<file path="src/sv/sawl_pkg.sv">
// Shared types, sizes and status codes of the slot allocator with wait queue.
`default_nettype none

package sawl_pkg;

    localparam int SLOTS    = 16;
    localparam int WAITERS  = 16;

    localparam int ID_W     = 8;
    localparam int STATUS_W = 3;
    localparam int SLOTF_W  = 4;
    localparam int QLEN_W   = 5;

    localparam int SLOT_W   = (SLOTS > 1) ? $clog2(SLOTS) : 1;
    localparam int QIDX_W   = (WAITERS > 1) ? $clog2(WAITERS) : 1;
    localparam int CNT_W    = $clog2(WAITERS + 1);
    localparam int SCAN_W   = ($clog2(SLOTS + 1) > CNT_W) ? $clog2(SLOTS + 1) : CNT_W;

    localparam logic CMD_REQUEST = 1'b0;
    localparam logic CMD_RELEASE = 1'b1;

    localparam logic [STATUS_W-1:0] ST_GRANTED  = 3'd0;
    localparam logic [STATUS_W-1:0] ST_QUEUED   = 3'd1;
    localparam logic [STATUS_W-1:0] ST_WAITING  = 3'd2;
    localparam logic [STATUS_W-1:0] ST_FULL     = 3'd3;
    localparam logic [STATUS_W-1:0] ST_RELEASE  = 3'd4;
    localparam logic [STATUS_W-1:0] ST_HANDOFF  = 3'b001;
    localparam logic [STATUS_W-1:0] ST_NOT_HELD = 3'b010;

    typedef struct packed {
        logic            command;
        logic [ID_W-1:0] client_id;
    } sawl_cmd_t;

    typedef struct packed {
        logic [STATUS_W-1:0] status;
        logic [SLOTF_W-1:0]  slot_index;
        logic [ID_W-1:0]     handoff_id;
        logic [SLOTF_W-1:0]  handoff_slot;
        logic [QLEN_W-1:0]   queue_length;
    } sawl_rsp_t;

endpackage

`default_nettype wire

</file>
<file path="src/sv/sawl_ram.sv">
// Generic single-write, single-read RAM with registered read data.
`default_nettype none

module sawl_ram #(
    parameter int WIDTH = 8,
    parameter int DEPTH = 16
) (
    input  wire logic                                   clk,
    input  wire logic                                   we,
    input  wire logic [((DEPTH > 1) ? $clog2(DEPTH) : 1)-1:0] waddr,
    input  wire logic [WIDTH-1:0]                       wdata,
    input  wire logic [((DEPTH > 1) ? $clog2(DEPTH) : 1)-1:0] raddr,
    output logic      [WIDTH-1:0]                       rdata
);

    logic [WIDTH-1:0] mem_reg [DEPTH];
    logic [WIDTH-1:0] rdata_reg;

    always_ff @(posedge clk)
    begin
        if (we)
        begin
            mem_reg[waddr] <= wdata;
        end
        rdata_reg <= mem_reg[raddr];
    end

    assign rdata = rdata_reg;

endmodule

`default_nettype wire

</file>
<file path="src/sv/slot_allocator_fifo_waitlist.sv">
// Slot allocator: owner ids per slot and a FIFO of waiting client ids.
//
// Usage: one command beat on cmd_* (request or release, with a client id)
// yields exactly one response beat on rsp_* (status, slot freed or granted,
// handoff of a slot to the former queue head, and the queue length after
// the command). Both channels use valid/stall; a beat moves on a rising
// clock edge with valid high and stall low.
// Owner ids and waiting ids live in two RAMs with registered
// reads, scanned one entry per cycle; a busy flag per slot marks which
// owner entries hold an id, so the lowest free slot is found at once.
// A request first scans the queue for its id when ids are waiting; a
// release scans the owner entries for its id, then hands the lowest free
// slot to the queue head when an id waits and a slot is free.
// Client id zero skips the scans.
// The response register frees the command side: a new command is taken
// while an earlier response still waits under rsp_stall; the response of
// that new command is held back until the waiting one is taken.
// Reset clears every busy flag (all slots free), the queue and the response
// valid; no clearing pass is needed and a command is taken right after.
`default_nettype none

module slot_allocator_fifo_waitlist
    import sawl_pkg::*;
(
    input  wire logic      clk,
    input  wire logic      rst_n,
    input  wire logic      cmd_valid,
    output logic           cmd_stall,
    input  wire sawl_cmd_t cmd_data,
    output logic           rsp_valid,
    input  wire logic      rsp_stall,
    output sawl_rsp_t      rsp_data
);

    typedef enum logic [2:0] {
        S_IDLE,
        S_QSCAN,
        S_REQ,
        S_OSCAN,
        S_HAND,
        S_HAND_RD,
        S_DONE
    } state_t;

    state_t              state_reg;
    logic [ID_W-1:0]     id_reg;
    logic [SLOTS-1:0]    busy_reg;
    logic [QIDX_W-1:0]   head_reg;
    logic [CNT_W-1:0]    count_reg;
    logic [SCAN_W-1:0]   issue_reg;
    logic                pend_reg;
    logic [SCAN_W-1:0]   pend_idx_reg;
    logic [STATUS_W-1:0] status_reg;
    logic [SLOT_W-1:0]   slot_reg;
    logic [ID_W-1:0]     hid_reg;
    logic [SLOT_W-1:0]   hslot_reg;
    logic                rsp_valid_reg;
    sawl_rsp_t           rsp_reg;

    logic                free_any;
    logic [SLOT_W-1:0]   free_idx;
    logic [QIDX_W-1:0]   tail_idx;
    logic [QIDX_W-1:0]   head_next;
    logic [QIDX_W-1:0]   q_raddr;
    logic [ID_W-1:0]     q_rdata;
    logic                q_we;
    logic [ID_W-1:0]     o_rdata;
    logic                o_we;
    logic [ID_W-1:0]     o_wdata;
    logic                q_issue;
    logic                o_issue;
    logic                q_hit;
    logic                q_last;
    logic                o_hit;
    logic                o_last;
    logic [SCAN_W-1:0]   pend_idx_inc;

    function automatic logic [QIDX_W-1:0] wrap_idx(input logic [QIDX_W:0] s);
        logic [QIDX_W:0] lim;
        lim = (QIDX_W + 1)'(WAITERS);
        if (s >= lim)
        begin
            return QIDX_W'(s - lim);
        end
        return QIDX_W'(s);
    endfunction

    // Lowest free slot: priority encode over the busy flags.
    always_comb
    begin
        free_idx = '0;
        for (int i = SLOTS - 1; i >= 0; i--)
        begin
            if (!busy_reg[i])
            begin
                free_idx = SLOT_W'(i);
            end
        end
    end

    assign free_any  = ~&busy_reg;
    assign tail_idx  = wrap_idx((QIDX_W + 1)'(head_reg) + (QIDX_W + 1)'(count_reg));
    assign head_next = wrap_idx((QIDX_W + 1)'(head_reg) + (QIDX_W + 1)'(1));

    assign q_raddr = (state_reg == S_QSCAN)
                   ? wrap_idx((QIDX_W + 1)'(head_reg) + (QIDX_W + 1)'(issue_reg))
                   : head_reg;

    assign q_issue = issue_reg < SCAN_W'(count_reg);
    assign o_issue = issue_reg < SCAN_W'(SLOTS);

    assign pend_idx_inc = pend_idx_reg + SCAN_W'(1);
    assign q_hit  = pend_reg && (q_rdata == id_reg);
    assign q_last = pend_reg && (pend_idx_inc == SCAN_W'(count_reg));
    assign o_hit  = pend_reg && busy_reg[pend_idx_reg[SLOT_W-1:0]] && (o_rdata == id_reg);
    assign o_last = pend_reg && (pend_idx_inc == SCAN_W'(SLOTS));

    assign q_we    = (state_reg == S_REQ) && !free_any && (count_reg < CNT_W'(WAITERS));
    assign o_we    = ((state_reg == S_REQ) && free_any)
                  || (state_reg == S_HAND_RD);
    assign o_wdata = (state_reg == S_HAND_RD) ? q_rdata : id_reg;

    sawl_ram #(
        .WIDTH (ID_W),
        .DEPTH (WAITERS)
    ) u_queue_ram (
        .clk   (clk),
        .we    (q_we),
        .waddr (tail_idx),
        .wdata (id_reg),
        .raddr (q_raddr),
        .rdata (q_rdata)
    );

    sawl_ram #(
        .WIDTH (ID_W),
        .DEPTH (SLOTS)
    ) u_owner_ram (
        .clk   (clk),
        .we    (o_we),
        .waddr (free_idx),
        .wdata (o_wdata),
        .raddr (issue_reg[SLOT_W-1:0]),
        .rdata (o_rdata)
    );

    always_ff @(posedge clk or negedge rst_n)
    begin
        if (!rst_n)
        begin
            state_reg     <= S_IDLE;
            busy_reg      <= '0;
            head_reg      <= '0;
            count_reg     <= '0;
            issue_reg     <= '0;
            pend_reg      <= 1'b0;
            rsp_valid_reg <= 1'b0;
        end
        else
        begin
            // completion handles its own valid
            if (rsp_valid_reg && !rsp_stall && (state_reg != S_DONE))
            begin
                rsp_valid_reg <= 1'b0;
            end

            case (state_reg)
                S_IDLE:
                begin
                    if (cmd_valid)
                    begin
                        id_reg    <= cmd_data.client_id;
                        slot_reg  <= '0;
                        hid_reg   <= '0;
                        hslot_reg <= '0;
                        issue_reg <= '0;
                        pend_reg  <= 1'b0;
                        if (cmd_data.command == CMD_REQUEST)
                        begin
                            if (cmd_data.client_id == '0)
                            begin
                                // id zero is not a valid client: refuse it
                                status_reg <= ST_FULL;
                                state_reg  <= S_DONE;
                            end
                            else if (count_reg == '0)
                            begin
                                state_reg <= S_REQ;
                            end
                            else
                            begin
                                state_reg <= S_QSCAN;
                            end
                        end
                        else
                        begin
                            if (cmd_data.client_id == '0)
                            begin
                                status_reg <= ST_RELEASE | ST_NOT_HELD;
                                state_reg  <= S_HAND;
                            end
                            else
                            begin
                                status_reg <= ST_RELEASE;
                                state_reg  <= S_OSCAN;
                            end
                        end
                    end
                end

                S_QSCAN:
                begin
                    pend_reg     <= q_issue;
                    pend_idx_reg <= issue_reg;
                    if (q_issue)
                    begin
                        issue_reg <= issue_reg + SCAN_W'(1);
                    end
                    if (q_hit)
                    begin
                        status_reg <= ST_WAITING;
                        state_reg  <= S_DONE;
                    end
                    else if (q_last)
                    begin
                        state_reg <= S_REQ;
                    end
                end

                S_REQ:
                begin
                    if (free_any)
                    begin
                        busy_reg[free_idx] <= 1'b1;
                        slot_reg           <= free_idx;
                        status_reg         <= ST_GRANTED;
                    end
                    else if (count_reg < CNT_W'(WAITERS))
                    begin
                        count_reg  <= count_reg + CNT_W'(1);
                        status_reg <= ST_QUEUED;
                    end
                    else
                    begin
                        status_reg <= ST_FULL;
                    end
                    state_reg <= S_DONE;
                end

                S_OSCAN:
                begin
                    pend_reg     <= o_issue;
                    pend_idx_reg <= issue_reg;
                    if (o_issue)
                    begin
                        issue_reg <= issue_reg + SCAN_W'(1);
                    end
                    if (o_hit)
                    begin
                        busy_reg[pend_idx_reg[SLOT_W-1:0]] <= 1'b0;
                        slot_reg  <= pend_idx_reg[SLOT_W-1:0];
                        state_reg <= S_HAND;
                    end
                    else if (o_last)
                    begin
                        status_reg <= status_reg | ST_NOT_HELD;
                        state_reg  <= S_HAND;
                    end
                end

                S_HAND:
                begin
                    // queue head is read this cycle, used in the next
                    if ((count_reg != '0) && free_any)
                    begin
                        state_reg <= S_HAND_RD;
                    end
                    else
                    begin
                        state_reg <= S_DONE;
                    end
                end

                S_HAND_RD:
                begin
                    hid_reg            <= q_rdata;
                    hslot_reg          <= free_idx;
                    busy_reg[free_idx] <= 1'b1;
                    head_reg           <= head_next;
                    count_reg          <= count_reg - CNT_W'(1);
                    status_reg         <= status_reg | ST_HANDOFF;
                    state_reg          <= S_DONE;
                end

                S_DONE:
                begin
                    // hold while an earlier beat still waits
                    if (!rsp_valid_reg || !rsp_stall)
                    begin
                        rsp_valid_reg        <= 1'b1;
                        rsp_reg.status       <= status_reg;
                        rsp_reg.slot_index   <= SLOTF_W'(slot_reg);
                        rsp_reg.handoff_id   <= hid_reg;
                        rsp_reg.handoff_slot <= SLOTF_W'(hslot_reg);
                        rsp_reg.queue_length <= QLEN_W'(count_reg);
                        state_reg            <= S_IDLE;
                    end
                end

                default:
                begin
                    state_reg <= S_IDLE;
                end
            endcase
        end
    end

    assign cmd_stall = (state_reg != S_IDLE);
    assign rsp_valid = rsp_valid_reg;
    assign rsp_data  = rsp_reg;

    a_count_bound: assert property (@(posedge clk) disable iff (!rst_n)
        count_reg <= CNT_W'(WAITERS))
        else $error("wait count beyond queue depth");

    a_rsp_from_done: assert property (@(posedge clk) disable iff (!rst_n)
        $rose(rsp_valid_reg) |-> $past(state_reg == S_DONE))
        else $error("response raised outside completion");

    a_handoff_ready: assert property (@(posedge clk) disable iff (!rst_n)
        (state_reg == S_HAND_RD) |-> ((count_reg != '0) && free_any))
        else $error("handoff without waiter or free slot");

    a_handoff_id: assert property (@(posedge clk) disable iff (!rst_n)
        (rsp_valid_reg && rsp_reg.status[2] && rsp_reg.status[0])
            |-> (rsp_reg.handoff_id != '0))
        else $error("handoff to id zero");

    a_grant_sets_busy: assert property (@(posedge clk) disable iff (!rst_n)
        ((state_reg == S_REQ) && free_any) |=> busy_reg[slot_reg])
        else $error("granted slot not marked busy");

endmodule

`default_nettype wire

</file>
<file path="config.mk">
export PLATFORM = sky130hd
export DESIGN_NAME = slot_allocator_fifo_waitlist
export DESIGN_NICKNAME = d
export VERILOG_FILES = /design/src/sv/sawl_pkg.sv /design/src/sv/sawl_ram.sv /design/src/sv/slot_allocator_fifo_waitlist.sv
export SDC_FILE = /design/constraint.sdc
export NUM_CORES = 1
export LEC_CHECK = 0
export BUFFER_PORTS_ARGS = -buffer_cell sky130_fd_sc_hd__clkbuf_2
export CAP_MARGIN = 20
export CORE_MARGIN = 5
export CORE_UTILIZATION = 30
export CTS_CLUSTER_DIAMETER = 40
export DETAILED_ROUTE_END_ITERATION = 6
export RECOVER_POWER = 50
export SLEW_MARGIN = 20
export SYNTH_ARGS = -nofsm -noshare
export SYNTH_HDL_FRONTEND = slang
export SYNTH_SLANG_ARGS = --single-unit
</file>
<file path="constraint.sdc">
create_clock -name clk -period 4.2 [get_ports clk]
set_input_delay 0.21 -clock clk [delete_from_list [all_inputs] [get_ports clk]]
set_output_delay 0.21 -clock clk [all_outputs]
set_load 0.01 [all_outputs]
</file>
Word level (Yosys, flattened, before mapping) --
Memories as Yosys holds them, arrays and structs flattened. A register that Yosys moved wholly into a read port is not among the register bits. Cells that the tools add are included.
Storage, ports and cells: bits in registers 91, RAM bits 256, input bits 13, output and inout port bits 26, logic and storage cells 200, memories kept 2
Memory list:
- u_owner_ram.mem_reg | words 16, bits a word 8, rd ports 1, clocked after Yosys merged registers in 1, wr ports 1, RTL line sawl_ram.sv:16 | logic [WIDTH-1:0] mem_reg [DEPTH];
- u_queue_ram.mem_reg | words 16, bits a word 8, rd ports 1, clocked after Yosys merged registers in 1, wr ports 1, RTL line sawl_ram.sv:16
Cells by class: $add $sub $neg 10, magnitude comparators 10, equal/unequal tests 25, multiplexer cells 81, bitwise logic cells 5, reduce and logical (&&, ||, !) cells 47
Operators by type and width (count):
- $mux W4 | 26
- $pmux W16 S3 | 1
- $mux W3 | 13
- $mux W16 | 2
- $mux W5 | 5
- $ne A2 B2 Y1 const B | 10
- $pmux W3 S6 | 1
- $and A16 B16 Y16 | 1
- $eq A8 B8 Y1 | 2
- $mux W8 | 2
- $not A16 Y16 | 1
- $or A16 B16 Y16 | 1
- $pmux W8 S2 | 1
- $reduce_and A16 Y1 | 1
- $add A5 B1 Y5 const B | 3
- $ge A5 B5 Y1 const B | 3
- $pmux W3 S5 | 1
- $pmux W5 S3 | 1
- $reduce_and A3 Y1 | 5
- $reduce_bool A3 Y1 | 5
- $mux W1 | 14
- $mux W2 | 7
- $logic_and A1 B1 Y1 | 13
- $ne A3 B3 Y1 const B | 4
- 36 further kinds | 55

Longest topological paths before layout --
word-level depth 23, gate-level depth with buffers 12, mapped depth without buffers 10

Modules after synthesis --
A second synthesis with hierarchy kept.
Second synthesis, totals: cells, all modules 918, area, all modules 15305.9 um^2
Modules (own cells, without submodules):
- sawl_ram | instances 2, cells each 229, area each 5147.4 um^2
- slot_allocator_fifo_waitlist | instances 1, cells each 460, area each 5011.1 um^2

Worst setup path after synthesis --
Ideal clock, no wire load.
path kind reg-to-reg, start reg issue_reg[1], end reg u_queue_ram.rdata_reg[0], in the netlist u_queue_ram.rdata[0] (read register of u_queue_ram.mem_reg), library setup time 0.134 ns, arrival 2.717 ns, required time 4.066 ns, slack 1.349 ns, cell stages (with the launch flop) 8, buffers on the path 2, period minus slack after synthesis 2.851 ns, path through dfrtp_1 clkbuf_1 clkbuf_1 inv_1 fa_1 xnor2_1 mux2i_2 mux4_2
Between the ends: longest elaborated chain between the ends 5, elaborated cells between the ends (all ways) 7, those cells by class add/sub (2); order compare (1); mux (4)
Ends and longest elaborated chain:
- start: declaration | RTL line slot_allocator_fifo_waitlist.sv:50 | logic [SCAN_W-1:0] issue_reg;
- start signal: assignment | RTL line slot_allocator_fifo_waitlist.sv:217 | issue_reg <= issue_reg + SCAN_W'(1);
- start signal: assignment | RTL line slot_allocator_fifo_waitlist.sv:256 | issue_reg <= issue_reg + SCAN_W'(1);
- $add A4 B5 Y5 * | RTL line slot_allocator_fifo_waitlist.sv:106 | ? wrap_idx((QIDX_W + 1)'(head_reg) + (QIDX_W + 1)'(issue_reg))
- $sub A4 B1 Y4 / $ge A5 B5 Y1 (equally long branches) | RTL line slot_allocator_fifo_waitlist.sv:83, slot_allocator_fifo_waitlist.sv:81
- $mux W4 / $mux W1 (equally long branches) | RTL line slot_allocator_fifo_waitlist.sv:81 | if (s >= lim)
- $mux W4 * | RTL line slot_allocator_fifo_waitlist.sv:85 | return QIDX_W'(s);
- $mux W4 * | RTL line slot_allocator_fifo_waitlist.sv:106
- end: declaration | RTL line sawl_ram.sv:17 | logic [WIDTH-1:0] rdata_reg;
Every way passes the cells marked *; elsewhere a longest branch is shown, timed or not. The select of a mux whose other input is x is not followed. A chain may end at the register's enable or synchronous reset.

Final worst setup path --
start reg busy_reg[7], end mem u_queue_ram.mem_reg[6][2] (enable)
Between the ends: longest elaborated chain between the ends 5
Ends and longest elaborated chain:
- start: declaration | RTL line slot_allocator_fifo_waitlist.sv:47 | logic [SLOTS-1:0] busy_reg;
- start signal: assignment | RTL line slot_allocator_fifo_waitlist.sv:152 | busy_reg <= '0;
- start signal: indexed assignment | RTL line slot_allocator_fifo_waitlist.sv:234 | busy_reg[free_idx] <= 1'b1;
- start signal: indexed assignment | RTL line slot_allocator_fifo_waitlist.sv:260 | busy_reg[pend_idx_reg[SLOT_W-1:0]] <= 1'b0;
- $reduce_and A16 Y1 | RTL line slot_allocator_fifo_waitlist.sv:101 | assign free_any = ~&busy_reg;
- $logic_and A1 B1 Y1 (2 in a row) | RTL line slot_allocator_fifo_waitlist.sv:118 | assign q_we = (state_reg == S_REQ) && !free_any && (count_reg < CNT_W'(WAITERS));
- $mux W1 | RTL line sawl_ram.sv:21 | if (we)
- $mux W1 (implied by the code) | RTL line sawl_ram.sv:23 | mem_reg[waddr] <= wdata;
- end: declaration | RTL line sawl_ram.sv:16
No other way between the ends.

==> qor.txt <==
CTS resizes -> 0
share of layout cells above drive strength 1 -> 14.13%
Worst Hold Endpoint -> status_reg[2]
CTS max path bufs -> 3
final hold violations -> 0
Worst-path clk slew -> 0.06 ns
CTS buffer count -> 46
RSZ-0062 raised after global routing -> false
clk_lat worst skew -> 0.55 ns
die area -> 0.05593 mm^2
Syn Area/Cell -> 15.06 um^2
worst r2r src -> busy_reg[7]
cell family with most CP delay -> simple AND/OR/NAND/NOR gates
Critical Path AT -> 3.67 ns
crit-path cells -> nand4_1, nor2_1, nand2_1, nor3_1, or3b_2, nor2_1
post-synthesis sequential area ratio -> 68.65%
FP Rows -> 83
Hold Slack -> 0.1060 ns
FF-to-FF End -> u_queue_ram.mem_reg[6][2]
hold path depth -> 2
CTS tree -> done
Post-Place Cell Area -> 0.01640 mm^2
CP startpoint kind -> register
final antenna-violating net count -> 0
setup_tns -> 0 ns
pwr dens -> 691.2 mW/mm^2
largest net degree at the start of global routing -> 65
hold_sp -> cmd_data[8]
Max H-tree Level -> 2
post-DP HPWL -> 24.40 mm
critical path peak fanout -> 8
total wire length -> 36.41 mm
# setup viols final -> 0
DRC violations left -> 0
Global Route Usage Sum -> 12.70%
prevailing post-synth register cell -> edfxtp_1
I/O pin count -> 39
Clock power frac -> 31.1%
Worst setup startpoint -> busy_reg[7]
Pint -> 8.151 mW
#FFs+latches synth -> 363
Hold WC Path Type -> input pin to register
DR iter-0 viols -> 845
combinational share of power -> 30.1%
grt ovf -> 0
Post-synth EDFFs -> 312
post-layout min period -> 3.494 ns
Max Freq -> 286.2 MHz
net load switching power -> 4.241 mW
leakage -> 6.003 nW
initial core utilization -> 30.12%
Slowest cell on crit path -> nor3_1
Placer Congestion -> 0.8816
cell mode on critical path -> nor2_1
total iterations of the first detailed-routing run -> 5
Final Util -> 35.09%
Max IR drop VDD -> 0.4123 mV
Final nets -> 1132
Routed WL per cell -> 20.09 um
Sw Share -> 34.22%
failing checks -> capacitance limit, slew limit
first-pass GRT wire length -> 55.02 mm
pin slew with the least headroom to its limit -> 2.078 ns
vias per cell -> 4.930
Worst Path Required -> 4.38 ns
register area -> 0.01057 mm^2
Layout fillers -> 4868
FFs w/ async S/R, synth -> 9.642%
Worst R2R Setup Slack -> 0.71 ns
status -> complete, but fails checks
max-slew violations -> 38
initial antenna violation count -> 0
die height -> 236.5 um
Unique masters post-synth -> 63
# clock sinks -> 363
final instance area -> 0.01793 mm^2
FF-to-FF path depth -> 6
Synth Cell Area -> 0.01539 mm^2
synthesis-to-finish area growth -> 16.50%
via count -> 8933
final clock skew -> 0.02015 ns
worst rel slew slack -> -38.51%
Core Footprint -> 0.05109 mm^2
total power -> 12.39 mW
WP buf/inv -> 0
Buffers on Ports -> 38
synthesized netlist net count -> 1058
die width -> 236.5 um
Root Driver -> clkbuf_16
# diodes -> 0
CP peak stage delay -> 0.83 ns
Setup Crit Path Kind -> register to register
period utilisation layout -> 83.20%
Cells after Synth -> 1022
Worst Setup End Kind -> register
maxcap violations -> 1
YS warnings -> 0
area of the multi-input gates -> 0.004517 mm^2
vias in the first global route -> 8938
sequential share of power -> 38.7%
-- power by group through the flow --
stage	Sequential, mW	Combinational, mW	Clock [mW]
5_1_grt	4.85	4.06	4.10
6_report	4.80	3.73	3.86
3_5_place_dp	4.87	3.76	0
2_1_floorplan	4.75	2.67	0
3_3_place_gp	4.86	3.73	0
4_1_cts	4.80	3.78	3.92
-- what timing repair did --
action                    in CTS  in global routing
buffers inserted               0                  0
hold endpoints to repair      45                  0
hold buffers                  10                  0
-- stage by stage --
step,cells,worst slack [ns]
6_report,1812,0.7057
5_1_grt,1812,0.4617
4_1_cts,1812,1.036
3_5_place_dp,1718,1.037
3_3_place_gp,1718,1.101
2_1_floorplan,1022,1.349
-- how the worst max path moves through the flow --
| stage | cells past startpoint | slack [ns] | end |
|---|---|---|---|
| CTS | 6 | 1.04 | u_owner_ram.mem_reg[14][6] |
| detailed placement | 6 | 1.04 | u_owner_ram.mem_reg[14][1] |
| global route | 6 | 0.46 | u_queue_ram.mem_reg[4][3] |
| global placement | 6 | 1.10 | u_owner_ram.mem_reg[2][1] |
| finish | 6 | 0.71 | u_queue_ram.mem_reg[6][2] |
| floorplan | 7 | 1.35 | u_queue_ram.rdata[0] |
-- worst register-to-register path, delay by kind of cell, from the launching register on --
kind	cells	cell delay (ns)
simple gates	6	2.69
flops	1	0.44
-- cells by family (layout without fill, tap and decap cells) --
| family | Yosys count | in the layout | share of synthesized area [%] |
|---|---|---|---|
| flops | 363 | 363 | 68.65 |
| simple gates | 286 | 286 | 9.049 |
| compound gates | 186 | 186 | 8.000 |
| buf+inv | 69 | 179 | 2.089 |
| mux | 58 | 58 | 8.089 |
| xor+xnor | 37 | 37 | 2.106 |
| fa+ha+maj | 23 | 23 | 2.016 |
-- area by class of cell --
cell class	instances	share of cell area, %
flip-flops and latches	363	58.94
multi-input cells	590	25.19
clock buffers	52	6.665
well taps	680	4.746
repair buffers	71	2.149
clock inverters	32	1.808
inverters	24	0.5025
-- layer usage --
layer	share of wire (%)	GRT usage [%]
met5	0	0
met4	2.8	4.023
met3	5.4	2.353
met2	50	21.44
met1	42	16.70
-- cells in the mapped netlist, types with 5 or more instances --
master / n / area share, %
a211oi_1: 36 / 1.8
a21o_1: 15 / 0.73
a21oi_1: 35 / 1.1
a31oi_1: 46 / 1.9
and2_1: 37 / 1.5
and3_1: 13 / 0.53
buf_2: 11 / 0.36
buf_6: 5 / 0.37
clkbuf_1: 25 / 0.61
dfrtp_1: 35 / 5.7
dfxtp_1: 16 / 2.1
edfxtp_1: 312 / 61
ha_1: 20 / 1.6
inv_1: 23 / 0.56
mux4_2: 52 / 7.6
nand2_1: 106 / 2.6
nand2b_1: 6 / 0.24
nand3_1: 12 / 0.39
nand4_1: 9 / 0.37
nor2_1: 56 / 1.4
nor2b_1: 9 / 0.37
nor3_1: 12 / 0.39
o21a_1: 6 / 0.29
o21ai_0: 20 / 0.65
xnor2_1: 28 / 1.6
xor2_1: 9 / 0.51
-- cells in the final DEF (no fill, tap or decap), drive strengths merged, types with 10 or more instances in the layout --
master | synthesis | layout
clkinv | 1 | 18
and2 | 39 | 39
a21o | 15 | 15
ha | 20 | 20
inv | 23 | 31
buf | 20 | 10
dfxtp | 16 | 16
dlygate4sd3 | 0 | 10
mux4 | 52 | 52
a21oi | 36 | 36
nor3 | 13 | 13
and3 | 13 | 13
nor2 | 57 | 57
edfxtp | 312 | 312
clkbuf | 25 | 103
dfrtp | 35 | 35
nand3 | 12 | 12
a211oi | 36 | 36
nand2 | 106 | 106
o21ai | 20 | 20
xnor2 | 28 | 28
a31oi | 46 | 46
Power figures use the tool's default switching activity.
